File: config.mk
export PLATFORM = sky130hd
export DESIGN_NAME = csv_decimal_frame_formatter_flat
export DESIGN_NICKNAME = d
export VERILOG_FILES = /design/src/rtl/csvf_pkg.sv /design/src/rtl/csvf_req_if.sv /design/src/rtl/csvf_rsp_if.sv /design/src/rtl/csvf_bcd_conv.sv /design/src/rtl/csvf_sequencer.sv /design/src/rtl/csv_decimal_frame_formatter.sv /design/src/flat_wrapper.sv
export SDC_FILE = /design/constraint.sdc
export NUM_CORES = 1
export LEC_CHECK = 0
export BUFFER_PORTS_ARGS = -buffer_cell sky130_fd_sc_hd__buf_4
export CAP_MARGIN = 10
export CORE_UTILIZATION = 40
export DETAILED_ROUTE_END_ITERATION = 8
export SYNTH_ARGS = -nofsm -noshare
export SYNTH_HDL_FRONTEND = slang
export SYNTH_HIERARCHICAL = 1
export SYNTH_SLANG_ARGS = --single-unit
export TNS_END_PERCENT = 5
File: constraint.sdc
create_clock -name clock -period 7.1 [get_ports clock]
set_clock_uncertainty 0.2 [all_clocks]
set_input_delay 0.71 -clock clock [delete_from_list [all_inputs] [get_ports clock]]
set_output_delay 0.71 -clock clock [all_outputs]
set_load 0.01 [all_outputs]
File: src/rtl/csvf_pkg.sv
// ----------------------------------------------------------------------------
// CSV formatter package
// Shared constants, codes and types for the decimal CSV line formatter.
// ----------------------------------------------------------------------------
package csvf_pkg;

   // ASCII characters of the line.
   localparam logic [7:0] CHAR_ZERO  = 8'h30;
   localparam logic [7:0] CHAR_COMMA = 8'h2C;
   localparam logic [7:0] CHAR_CR    = 8'h0D;
   localparam logic [7:0] CHAR_LF    = 8'h0A;

   // Widths of the converter.
   localparam int BIN_WIDTH  = 32;
   localparam int BCD_DIGITS = 10;
   localparam int BCD_WIDTH  = 4 * BCD_DIGITS;
   localparam int CNT_WIDTH  = $clog2(BIN_WIDTH + 1);
   localparam int IDX_WIDTH  = $clog2(BCD_DIGITS);

   // Field codes, in line order.
   localparam logic [1:0] FIELD_SAMPLE  = 2'd0;
   localparam logic [1:0] FIELD_PERCENT = 2'd1;
   localparam logic [1:0] FIELD_RATE    = 2'd2;
   localparam logic [1:0] FIELD_RAW     = 2'd3;

   // Sequencer states.
   typedef enum logic [2:0] {
      ST_IDLE,
      ST_LOAD,
      ST_CONV,
      ST_DIGIT,
      ST_SEP,
      ST_LF
   } seq_state_type;

   // Command to the shared converter.
   typedef struct packed {
      logic                 start;
      logic [BIN_WIDTH-1:0] value;
      logic [CNT_WIDTH-1:0] nbits;
   } conv_ctrl_type;

   // Status from the shared converter.
   typedef struct packed {
      logic                 done;
      logic [BCD_WIDTH-1:0] bcd;
   } conv_stat_type;

endpackage

File: src/rtl/csvf_req_if.sv
// ----------------------------------------------------------------------------
// Record channel
// Valid/ready channel that carries one record of four unsigned values.
// ----------------------------------------------------------------------------
interface csvf_req_if;
   logic        valid;
   logic        ready;
   logic [15:0] sample_value;
   logic [7:0]  percent_value;
   logic [15:0] rate_value;
   logic [31:0] raw_reading;

   modport source (
      output valid, sample_value, percent_value, rate_value, raw_reading,
      input  ready
   );
   modport sink (
      input  valid, sample_value, percent_value, rate_value, raw_reading,
      output ready
   );
endinterface

File: src/rtl/csvf_rsp_if.sv
// ----------------------------------------------------------------------------
// Text byte channel
// Valid/ready channel that carries one ASCII byte of the line and its end flag.
// ----------------------------------------------------------------------------
interface csvf_rsp_if;
   logic       valid;
   logic       ready;
   logic [7:0] text_byte;
   logic       line_end;

   modport source (
      output valid, text_byte, line_end,
      input  ready
   );
   modport sink (
      input  valid, text_byte, line_end,
      output ready
   );
endinterface

File: src/rtl/csvf_bcd_conv.sv
// ----------------------------------------------------------------------------
// Binary to BCD converter
// Shift-and-add-3 unit that converts one left-aligned value, one bit a cycle.
// ----------------------------------------------------------------------------
module csvf_bcd_conv (
   input  logic                    clock,
   input  logic                    reset,
   input  csvf_pkg::conv_ctrl_type ctrl,
   output csvf_pkg::conv_stat_type stat
);

   logic                                busy_ff,  busy_in;
   logic                                done_ff,  done_in;
   logic [csvf_pkg::CNT_WIDTH-1:0]      cnt_ff,   cnt_in;
   logic [csvf_pkg::BIN_WIDTH-1:0]      bin_ff,   bin_in;
   logic [csvf_pkg::BCD_WIDTH-1:0]      bcd_ff,   bcd_in;
   logic [csvf_pkg::BCD_WIDTH-1:0]      bcd_adj;

   // Add three to every digit that is five or more before the shift.
   always_comb begin
      logic [3:0] nib;
      nib     = 4'h0;
      bcd_adj = bcd_ff;
      for (int i = 0; i < csvf_pkg::BCD_DIGITS; i++) begin
         nib = bcd_ff[i*4 +: 4];
         bcd_adj[i*4 +: 4] = (nib >= 4'd5) ? 4'(nib + 4'd3) : nib;
      end
   end

   // Load on start, then shift one binary bit into the digits per cycle.
   always_comb begin
      busy_in = busy_ff;
      done_in = 1'b0;
      cnt_in  = cnt_ff;
      bin_in  = bin_ff;
      bcd_in  = bcd_ff;
      if (ctrl.start) begin
         busy_in = 1'b1;
         cnt_in  = ctrl.nbits;
         bin_in  = ctrl.value;
         bcd_in  = '0;
      end else if (busy_ff) begin
         bcd_in  = {bcd_adj[csvf_pkg::BCD_WIDTH-2:0], bin_ff[csvf_pkg::BIN_WIDTH-1]};
         bin_in  = {bin_ff[csvf_pkg::BIN_WIDTH-2:0], 1'b0};
         cnt_in  = cnt_ff - 1'b1;
         busy_in = (cnt_ff != 1);
         done_in = (cnt_ff == 1);
      end
   end

   // Control state is reset; the data path is not.
   always_ff @(posedge clock) begin
      if (reset) begin
         busy_ff <= 1'b0;
         done_ff <= 1'b0;
      end else begin
         busy_ff <= busy_in;
         done_ff <= done_in;
      end
      cnt_ff <= cnt_in;
      bin_ff <= bin_in;
      bcd_ff <= bcd_in;
   end

   assign stat.done = done_ff;
   assign stat.bcd  = bcd_ff;

endmodule

File: src/rtl/csvf_sequencer.sv
// ----------------------------------------------------------------------------
// Line sequencer
// Steps through the four fields, drives the converter and emits the bytes.
// ----------------------------------------------------------------------------
module csvf_sequencer (
   input  logic                    clock,
   input  logic                    reset,
   csvf_req_if.sink                req_chan,
   csvf_rsp_if.source              rsp_chan,
   output csvf_pkg::conv_ctrl_type ctrl,
   input  csvf_pkg::conv_stat_type stat
);

   csvf_pkg::seq_state_type            state_ff, state_in;
   logic [1:0]                         field_ff, field_in;
   logic [csvf_pkg::IDX_WIDTH-1:0]     idx_ff,   idx_in;
   logic                               started_ff, started_in;
   logic [15:0]                        sample_ff,  sample_in;
   logic [7:0]                         percent_ff, percent_in;
   logic [15:0]                        rate_ff,    rate_in;
   logic [31:0]                        raw_ff,     raw_in;
   logic                               out_valid_ff, out_valid_in;
   logic [7:0]                         out_byte_ff,  out_byte_in;
   logic                               out_last_ff,  out_last_in;

   logic                               accept;
   logic                               out_free;
   logic [3:0]                         digit;
   logic                               skip_zero;
   logic                               last_digit;

   assign accept     = req_chan.valid && req_chan.ready;
   assign out_free   = !out_valid_ff || rsp_chan.ready;
   assign digit      = stat.bcd[idx_ff*4 +: 4];
   assign skip_zero  = !started_ff && (digit == 4'h0) && (idx_ff != '0);
   assign last_digit = (idx_ff == '0);

   // Next state.
   always_comb begin
      state_in = state_ff;
      unique case (state_ff)
         csvf_pkg::ST_IDLE: begin
            if (accept) state_in = csvf_pkg::ST_LOAD;
         end
         csvf_pkg::ST_LOAD: begin
            state_in = csvf_pkg::ST_CONV;
         end
         csvf_pkg::ST_CONV: begin
            if (stat.done) state_in = csvf_pkg::ST_DIGIT;
         end
         csvf_pkg::ST_DIGIT: begin
            if (!skip_zero && out_free && last_digit) state_in = csvf_pkg::ST_SEP;
         end
         csvf_pkg::ST_SEP: begin
            if (out_free) begin
               state_in = (field_ff == csvf_pkg::FIELD_RAW) ? csvf_pkg::ST_LF
                                                            : csvf_pkg::ST_LOAD;
            end
         end
         csvf_pkg::ST_LF: begin
            if (out_free) state_in = csvf_pkg::ST_IDLE;
         end
         default: state_in = csvf_pkg::ST_IDLE;
      endcase
   end

   // Converter command: the current field, left-aligned, with its bit count.
   always_comb begin
      ctrl.start = (state_ff == csvf_pkg::ST_LOAD);
      unique case (field_ff)
         csvf_pkg::FIELD_SAMPLE: begin
            ctrl.value = {sample_ff, 16'h0000};
            ctrl.nbits = csvf_pkg::CNT_WIDTH'(16);
         end
         csvf_pkg::FIELD_PERCENT: begin
            ctrl.value = {percent_ff, 24'h000000};
            ctrl.nbits = csvf_pkg::CNT_WIDTH'(8);
         end
         csvf_pkg::FIELD_RATE: begin
            ctrl.value = {rate_ff, 16'h0000};
            ctrl.nbits = csvf_pkg::CNT_WIDTH'(16);
         end
         default: begin
            ctrl.value = raw_ff;
            ctrl.nbits = csvf_pkg::CNT_WIDTH'(32);
         end
      endcase
   end

   // Outputs and data registers.
   always_comb begin
      field_in     = field_ff;
      idx_in       = idx_ff;
      started_in   = started_ff;
      sample_in    = sample_ff;
      percent_in   = percent_ff;
      rate_in      = rate_ff;
      raw_in       = raw_ff;
      out_valid_in = out_valid_ff && !rsp_chan.ready;
      out_byte_in  = out_byte_ff;
      out_last_in  = out_last_ff;
      unique case (state_ff)
         csvf_pkg::ST_IDLE: begin
            if (accept) begin
               field_in   = csvf_pkg::FIELD_SAMPLE;
               sample_in  = req_chan.sample_value;
               percent_in = req_chan.percent_value;
               rate_in    = req_chan.rate_value;
               raw_in     = req_chan.raw_reading;
            end
         end
         csvf_pkg::ST_LOAD: begin
         end
         csvf_pkg::ST_CONV: begin
            // Start at the highest digit the field can hold.
            started_in = 1'b0;
            unique case (field_ff)
               csvf_pkg::FIELD_PERCENT: idx_in = csvf_pkg::IDX_WIDTH'(2);
               csvf_pkg::FIELD_RAW:     idx_in = csvf_pkg::IDX_WIDTH'(9);
               default:                 idx_in = csvf_pkg::IDX_WIDTH'(4);
            endcase
         end
         csvf_pkg::ST_DIGIT: begin
            if (skip_zero) begin
               idx_in = idx_ff - 1'b1;
            end else if (out_free) begin
               out_valid_in = 1'b1;
               out_byte_in  = 8'(csvf_pkg::CHAR_ZERO + {4'h0, digit});
               out_last_in  = 1'b0;
               started_in   = 1'b1;
               if (!last_digit) idx_in = idx_ff - 1'b1;
            end
         end
         csvf_pkg::ST_SEP: begin
            if (out_free) begin
               out_valid_in = 1'b1;
               out_last_in  = 1'b0;
               if (field_ff == csvf_pkg::FIELD_RAW) begin
                  out_byte_in = csvf_pkg::CHAR_CR;
               end else begin
                  out_byte_in = csvf_pkg::CHAR_COMMA;
                  field_in    = field_ff + 1'b1;
               end
            end
         end
         csvf_pkg::ST_LF: begin
            if (out_free) begin
               out_valid_in = 1'b1;
               out_byte_in  = csvf_pkg::CHAR_LF;
               out_last_in  = 1'b1;
            end
         end
         default: begin
         end
      endcase
   end

   always_ff @(posedge clock) begin
      if (reset) begin
         state_ff     <= csvf_pkg::ST_IDLE;
         out_valid_ff <= 1'b0;
      end else begin
         state_ff     <= state_in;
         out_valid_ff <= out_valid_in;
      end
      field_ff    <= field_in;
      idx_ff      <= idx_in;
      started_ff  <= started_in;
      sample_ff   <= sample_in;
      percent_ff  <= percent_in;
      rate_ff     <= rate_in;
      raw_ff      <= raw_in;
      out_byte_ff <= out_byte_in;
      out_last_ff <= out_last_in;
   end

   assign req_chan.ready     = (state_ff == csvf_pkg::ST_IDLE);
   assign rsp_chan.valid     = out_valid_ff;
   assign rsp_chan.text_byte = out_byte_ff;
   assign rsp_chan.line_end  = out_last_ff;

endmodule

File: src/rtl/csv_decimal_frame_formatter.sv
// ----------------------------------------------------------------------------
// Decimal CSV line formatter
// Formats a record of four unsigned values as one ASCII line, one byte a transfer.
// ----------------------------------------------------------------------------
// A new record is accepted only in the idle state, once the last byte of the
// previous line has been issued. The pace is set by the shift-and-add-3
// converter (one bit a cycle, 72 bits) and one digit slot a cycle while the output
// is free; output stalls hold the sequencer. Reset clears the sequencer and the
// output valid at once; no clearing pass is needed.
module csv_decimal_frame_formatter (
   input  logic        clock,
   input  logic        reset,
   csvf_req_if.sink    req_chan,
   csvf_rsp_if.source  rsp_chan
);

   csvf_pkg::conv_ctrl_type conv_ctrl;
   csvf_pkg::conv_stat_type conv_stat;

   // Field sequencing and byte output.
   csvf_sequencer u_sequencer (
      .clock    (clock),
      .reset    (reset),
      .req_chan (req_chan),
      .rsp_chan (rsp_chan),
      .ctrl     (conv_ctrl),
      .stat     (conv_stat)
   );

   // Shared binary to decimal unit.
   csvf_bcd_conv u_bcd_conv (
      .clock (clock),
      .reset (reset),
      .ctrl  (conv_ctrl),
      .stat  (conv_stat)
   );

endmodule

File: src/flat_wrapper.sv
// flat-port wrapper written by rule: the top's interface ports become plain ports
module csv_decimal_frame_formatter_flat 
  (clock, reset, req_chan_valid, req_chan_sample_value, req_chan_percent_value, req_chan_rate_value, req_chan_raw_reading, req_chan_ready, rsp_chan_valid, rsp_chan_text_byte, rsp_chan_line_end, rsp_chan_ready);
  csvf_req_if req_chan_i ();
  csvf_rsp_if rsp_chan_i ();
  input  logic clock;
  input  logic reset;
  input wire logic [$bits(req_chan_i.valid)-1:0] req_chan_valid;
  input wire logic [$bits(req_chan_i.sample_value)-1:0] req_chan_sample_value;
  input wire logic [$bits(req_chan_i.percent_value)-1:0] req_chan_percent_value;
  input wire logic [$bits(req_chan_i.rate_value)-1:0] req_chan_rate_value;
  input wire logic [$bits(req_chan_i.raw_reading)-1:0] req_chan_raw_reading;
  output wire logic [$bits(req_chan_i.ready)-1:0] req_chan_ready;
  output wire logic [$bits(rsp_chan_i.valid)-1:0] rsp_chan_valid;
  output wire logic [$bits(rsp_chan_i.text_byte)-1:0] rsp_chan_text_byte;
  output wire logic [$bits(rsp_chan_i.line_end)-1:0] rsp_chan_line_end;
  input wire logic [$bits(rsp_chan_i.ready)-1:0] rsp_chan_ready;
  assign req_chan_i.valid = req_chan_valid;
  assign req_chan_i.sample_value = req_chan_sample_value;
  assign req_chan_i.percent_value = req_chan_percent_value;
  assign req_chan_i.rate_value = req_chan_rate_value;
  assign req_chan_i.raw_reading = req_chan_raw_reading;
  assign req_chan_ready = req_chan_i.ready;
  assign rsp_chan_valid = rsp_chan_i.valid;
  assign rsp_chan_text_byte = rsp_chan_i.text_byte;
  assign rsp_chan_line_end = rsp_chan_i.line_end;
  assign rsp_chan_i.ready = rsp_chan_ready;
  csv_decimal_frame_formatter u_core (.clock(clock), .reset(reset), .req_chan(req_chan_i), .rsp_chan(rsp_chan_i));
endmodule
=== Word level (Yosys, flattened, before mapping) ===
Cells that the tools add are included.

* Add/sub/neg operators: 14
* Bitwise logic cells: 1
* Shift operators: 1
* Mux-type cells: 48
* Equality and inequality tests: 20
* Reductions and logical operators: 29
* Order comparisons: 10

{| class="wikitable"
|+ Operators by type and width
! cell !! number
|-
| case mux 38 bit (3 select lines) || 1
|-
| 2-to-1 mux 32 bit || 2
|-
| 2-to-1 mux 4 bit || 12
|-
| >= comparator 4 x 3 -> 1 bit, second input constant || 10
|-
| indexed part select 40 x 7 -> 4 bit || 1
|-
| adder 4 x 2 -> 4 bit, second input constant || 9
|-
| 2-to-1 mux 8 bit || 4
|-
| case mux 8 bit (3 select lines) || 1
|-
| 2-to-1 mux 3 bit || 7
|-
| 2-to-1 mux 6 bit || 3
|-
| case mux 3 bit (6 select lines) || 1
|-
| case mux 4 bit (2 select lines) || 2
|-
| != test 2 bit, second input constant || 7
|-
| AND reduction 5 bit || 2
|-
| AND reduction 3 bit || 3
|-
| zero test 4 bit || 2
|-
| 2-to-1 mux 1 bit || 8
|-
| adder 6 x 4 -> 7 bit, first input constant || 1
|-
| equality test 3 x 2 -> 1 bit, second input constant || 2
|-
| equality test 3 bit, second input constant || 2
|-
| equality test 6 x 1 -> 1 bit, second input constant || 1
|-
| logical AND 1 bit || 6
|-
| 2-to-1 mux 2 bit || 3
|-
| != test 3 bit, second input constant || 2
|-
| other kinds (24) || 31
|}

* Output and inout bits: 11
* Register bits after elaboration: 172

=== Longest topological paths before layout ===
* Depth after elaboration: 9
* Depth in mapped cells: 9
* Depth with buffers taken out: 7

=== Hierarchy ===
Netlist, hierarchy kept.

{| class="wikitable"
|+ Modules (own cells, without submodules)
! module !! cells each !! area an instance (µm²) !! instances
|-
| csvf_bcd_conv || 416 || 4210.3 || 1
|-
| csvf_sequencer || 289 || 4058.9 || 1
|}

=== Worst setup path before layout ===
No wires, ideal clock.

* Path type: register to register
* From: register u_core.u_sequencer.state_ff[0]
* To: register u_core.u_sequencer.percent_ff[0] (enable)
* Setup slack: 3921 ps
* Arrival: 2541 ps
* Buffers on the path: 1
* Cell stages (with the launch flop): 4
* Cells stage by stage: dfxtp_1 buf_4 nor3_1 and2_1

* Cells in the longest elaborated chain, start to end: 3

{| class="wikitable"
|+ Ends and longest elaborated chain
! what !! line !! source
|-
| start, declared || csvf_sequencer.sv:14 || <nowiki>csvf_pkg::seq_state_type state_ff, state_in;</nowiki>
|-
| start signal, assigned || csvf_sequencer.sv:160 || <nowiki>state_ff <= csvf_pkg::ST_IDLE;</nowiki>
|-
| start signal, assigned || csvf_sequencer.sv:163 || <nowiki>state_ff <= state_in;</nowiki>
|-
| zero test 3 bit * || csvf_sequencer.sv:177 || <nowiki>assign req_chan.ready = (state_ff == csvf_pkg::ST_IDLE);</nowiki>
|-
| via req_chan_ready || flat_wrapper.sv:13 || <nowiki>output wire logic [$bits(req_chan_i.ready)-1:0] req_chan_ready;</nowiki>
|-
| logical AND 1 bit || csvf_sequencer.sv:32 || <nowiki>assign accept = req_chan.valid && req_chan.ready;</nowiki>
|-
| AND reduction 2 bit (no line) * || n/a ||
|-
| end signal, assigned || csvf_sequencer.sv:170 || <nowiki>percent_ff <= percent_in;</nowiki>
|-
| end, declared || csvf_sequencer.sv:19 || <nowiki>logic [7:0] percent_ff, percent_in;</nowiki>
|}

Mark *: on every way through the listed nets, which the timed path passes. The rest lies on a longest branch.
A chain may end at the register's enable or synchronous reset.

=== Worst setup path in the final report ===
* From: register u_core/u_sequencer/idx_ff[0] (netlist name)
* To: register u_core.u_sequencer.out_byte_ff[4] (netlist: u_core/u_sequencer/rsp_chan.text_byte[4]) (enable)

* Cells in the longest elaborated chain, start to end: 6
* Elaborated cells on any way between the ends: 7
* Classes of those cells: 1 x eq/ne; 1 x shift; 5 x reduce/logical

{| class="wikitable"
|+ Ends and longest elaborated chain
! what !! line !! source
|-
| start, declared || csvf_sequencer.sv:16 || <nowiki>logic [csvf_pkg::IDX_WIDTH-1:0] idx_ff, idx_in;</nowiki>
|-
| start signal, assigned || csvf_sequencer.sv:167 || <nowiki>idx_ff <= idx_in;</nowiki>
|-
| indexed part select 40 x 7 -> 4 bit || csvf_sequencer.sv:34 || <nowiki>assign digit = stat.bcd[idx_ff*4 +: 4];</nowiki>
|-
| zero test 4 bit || csvf_sequencer.sv:35 || <nowiki>assign skip_zero = !started_ff && (digit == 4'h0) && (idx_ff != '0);</nowiki>
|-
| logical AND 1 bit || csvf_sequencer.sv:35 ||
|-
| logical AND 1 bit * || csvf_sequencer.sv:35 ||
|-
| != test 2 bit (no line) * || n/a ||
|-
| AND reduction 5 bit (no line) * || n/a ||
|-
| end signal, assigned || csvf_sequencer.sv:173 || <nowiki>out_byte_ff <= out_byte_in;</nowiki>
|-
| end, declared || csvf_sequencer.sv:23 || <nowiki>logic [7:0] out_byte_ff, out_byte_in;</nowiki>
|}

Mark *: on every way between the ends. The rest lies on a longest branch, timed or not.

==> results by group <==
Outcome
  • Run status: finished clean

Clock tree
  • CTS tree: built
  • Htree depth: 4
  • Clock buffer count from CTS: 17
  • Clock sink count: 170
  • Clk Tree Root Cell: sky130_fd_sc_hd__clkbuf_16
  • Reg clk slew, reported paths: 0.07 ns
  • Post-CTS Setup Inserts: 0
  • Number of buffers on the longest clock path: 2
  • CTS Hold Buffers Added: 0
  • Post-CTS sizing: 0
  • Later-pin clock latency in the skew report: 0.43 ns

GRT
  • Met2 Resource Use GR: 25.93%
  • Tot GR Track Use: 15.99%
  • GRT met1 Usage: 20.37%
  • Met3 usage in global routing: roughly 3.7%
  • Largest net degree at the start of global routing: 84
  • Remaining global-route overflow: 0
  • Vias in the first global route: 5530
  • Top Usage Layer GRT: met2
  • First-pass GRT wire length: between 20000 and 30000 µm
  • Number of antenna violations at the first check in global routing: 0

Timing
  • RSZ-0062 raised after global routing: no
  • Worst Tran Pin Value: around 0.9 ns
  • Slew Limit Headroom: between 30% and 40%
  • Aggregate negative setup slack: 0 ns
  • Total of endpoints with negative setup slack in the final report: 0
  • Final cycle utilization of the critical path: between 40% and 50%
  • Slew Limit Fails: 0
  • Final setup margin: 3.942 ns
  • Final number of hold-violating endpoints: 0
  • Clock period minus final worst setup slack: 3.158 ns
  • Fmax: 316.7 MHz

Drt
  • Total wire length: approximately 16000 µm
  • Via-to-Cell Ratio: ~5.3
  • Count of TritonRoute iterations in the first routing pass: 5
  • Number of remaining DRC errors: 0
  • Avg WL per Cell: roughly 16 µm
  • Antenna Nets Post-Route: 0
  • Violation count after the first detailed-route iteration: 399
  • Total via count in the routed design: 5621

Finish
  • Fraction of layout instances using a drive strength above 1: 24.42%
  • Final core occ: a little under half
  • Area growth, synth to finish: 16.24%
  • Layout filler cell count: 1809
  • Ant diodes: 0
  • Finished Layout Cells: 1052
  • Number of nets in the layout: 873

Floorplan
  • Total core area: 0.02023 mm²
  • Area of the die: 0.02125 mm²
  • Number of placed I/O pins: 87
  • Effective utilization at floorplan: about two fifths
  • Standard-cell rows: 52
  • Height of the die: about 150 µm
  • Die width: 145.8 µm

Synthesis
  • Cell area after technology mapping: 0.008269 mm²
  • Most frequent cell after synthesis: sky130_fd_sc_hd__edfxtp_1
  • Fraction of post-synthesis cell area in the top cell type by area: 45.03%
  • Cell types occupying the most area after synthesis: sky130_fd_sc_hd__edfxtp_1, sky130_fd_sc_hd__dfxtp_1, sky130_fd_sc_hd__mux2_2, sky130_fd_sc_hd__ha_1, sky130_fd_sc_hd__o21ai_0
  • Top_reg_cell synth: sky130_fd_sc_hd__edfxtp_1
  • Number of synthesis warnings: 6
  • Register bit count reported by yosys: 170
  • Number of enable-type register cells in the synthesized netlist: 124
  • Number of library cell types mapped by synthesis: 57
  • Sequential-to-total area share from yosys stat: 56.17%
  • Post-synthesis average cell area: 11.73 µm²
  • Synthesized instance count: 705
  • Cell types with the highest counts after synthesis: sky130_fd_sc_hd__edfxtp_1, sky130_fd_sc_hd__inv_1, sky130_fd_sc_hd__dfxtp_1
  • Leading area contributor after synthesis: sky130_fd_sc_hd__edfxtp_1
  • Async set-or-reset flop fraction in the synthesized netlist: 0%

Worst setup path
  • Highest fanout seen on the critical path: 19
  • Kind of capture point of the worst setup path: flop
  • FF-to-FF setup slack: 3.94 ns
  • Startpoint-to-endpoint class of the critical path: reg2reg
  • Slowest cell delay on critical path: 0.74 ns
  • Most used cell along the critical path: sky130_fd_sc_hd__a211oi_1
  • Ordered cell list for the critical path: inv_1, ha_1, nor3b_1, a211oi_1, o21ai_0, nor4_4, a211oi_1
  • Critical path launch point type: flop
  • Critical path data required time: 6.95 ns
  • Crit path max-delay cell type: sky130_fd_sc_hd__a211oi_1
  • CP Data Arrival Time: 3.01 ns

Flow run
  • Max-cap violations: 0

Pwr
  • Cell-internal power: around 0.0022 W
  • VDD IR-drop max: 0.1697 mV
  • Switching power summed over all nets: 0.001076 W
  • Sw Ratio: 33.24%
  • Share of total power in combinational logic: 25.7%
  • Leakage: 3.461 nW
  • Part of the power in the clock network: 28.4%
  • Seq pwr share: 45.9%
  • Power density over the cells: 336.8 mW/mm²

Placed design
  • Placed Cells: 1021
  • Worst setup slack before clock tree synthesis: 3.933 ns
  • Hpwl dp: 11020 µm
  • I/O Buffers: 84
  • Routability cong.: 0.8097

Min path
  • Class of the worst hold path: in2reg
## cells by family after synthesis
group                    synth area share [%]
adder cells (fa/ha/maj)                 4.085
buffers and inverters                   5.659
other                                 0.04535
flip-flops                              56.17
AO/OA/AOI/OAI                           14.57
multiplexers                            8.458
XOR/XNOR                               0.7414
AND/OR/NAND/NOR                         10.27
## path summary, 6_finish.rpt
kind,from,cells past startpoint,end
worst max-delay path,u_core/u_sequencer/idx_ff[0]$_DFFE_PP_,7,u_core/u_sequencer/rsp_chan.text_byte[4]$_DFFE_PP_
worst min-delay path,req_chan_percent_value[5],1,u_core/u_sequencer/percent_ff[5]$_DFFE_PP_
worst max register to register,u_core/u_sequencer/idx_ff[0]$_DFFE_PP_,7,u_core/u_sequencer/rsp_chan.text_byte[4]$_DFFE_PP_
worst min register to register,u_core/u_bcd_conv/bcd_ff[39]$_SDFFE_PP0P_,2,u_core/u_bcd_conv/bcd_ff[39]$_SDFFE_PP0P_
## registers in the layout, summed over array words and instances, names as in the netlist, 2 cells and up
signal,flops
u_core/u_sequencer/rsp_chan.text_byte,6
u_core/u_sequencer/sample_ff,16
u_core/u_sequencer/state_ff,3
u_core/u_sequencer/idx_ff,4
u_core/u_bcd_conv/bin_ff,32
u_core/u_bcd_conv/cnt_ff,6
u_core/u_sequencer/field_ff,2
u_core/u_sequencer/raw_ff,32
u_core/u_sequencer/percent_ff,8
u_core/u_bcd_conv/bcd_ff,40
u_core/u_sequencer/rate_ff,16
## worst max-delay path, delay by kind of cell (launching register included)
family / cells / cell delay, ns
flip-flops: 1 / 0.73
buffers and inverters: 1 / 0.15
AO/OA/AOI/OAI: 3 / 1.00
AND/OR/NAND/NOR: 2 / 0.51
adder cells (fa/ha/maj): 1 / 0.19
## layout by cell type (no fill, tap or decap), types with 9 or more instances in the layout
cell type / n
sky130_fd_sc_hd__ha_1: 27
sky130_fd_sc_hd__dfxtp_1: 45
sky130_fd_sc_hd__o21ai_0: 44
sky130_fd_sc_hd__o22ai_1: 14
sky130_fd_sc_hd__nor2_1: 34
sky130_fd_sc_hd__nand4_1: 9
sky130_fd_sc_hd__or3_1: 9
sky130_fd_sc_hd__inv_1: 54
sky130_fd_sc_hd__o21ai_1: 14
sky130_fd_sc_hd__mux2i_1: 14
sky130_fd_sc_hd__o32ai_1: 10
sky130_fd_sc_hd__nand3_1: 11
sky130_fd_sc_hd__and2_1: 19
sky130_fd_sc_hd__clkbuf_16: 17
sky130_fd_sc_hd__mux2_2: 40
sky130_fd_sc_hd__buf_4: 89
sky130_fd_sc_hd__nor3_1: 16
sky130_fd_sc_hd__nand2_1: 42
sky130_fd_sc_hd__a21oi_1: 34
sky130_fd_sc_hd__edfxtp_1: 124
## through the flow
stage	total power, W	hold WS [ns]	instance area [µm²]
after detailed placement	0.002327	0.2706	9032
after floorplan	0.002093	0.2443	8284
after global routing	0.003430	0.2252	9612
after global placement	0.002266	0.2703	9032
after CTS	0.003257	0.2329	9612
final	0.003237	0.2449	9612
## layout make-up
cell class | count | area (µm²) | share of cell area [%]
tap | 270 | 337.8 | 3.515
inverter | 54 | 202.7 | 2.109
clock buffer | 17 | 425.4 | 4.426
sequential | 170 | 4646 | 48.33
multi-input combinational | 438 | 3178 | 33.06
clock inverter | 14 | 153.9 | 1.601
timing repair buffer | 89 | 668.1 | 6.951
## routing by layer
metal	share of wire, %	vias up
met1	46	2686
met4	2.0	0
met2	48	163
met5	0	-
met3	4.5	29
li1	-	2743
## power groups by stage
stage	Combinational, W	Clock, W	Sequential [W]
final	0.000833	0.000919	0.00148
after global routing	0.000931	0.000980	0.00152
after CTS	0.000830	0.000943	0.00148
after detailed placement	0.000823	0	0.00150
after global placement	0.000766	0	0.00150
after floorplan	0.000669	0	0.00142
No activity file was read; power rests on OpenSTA's default activity.
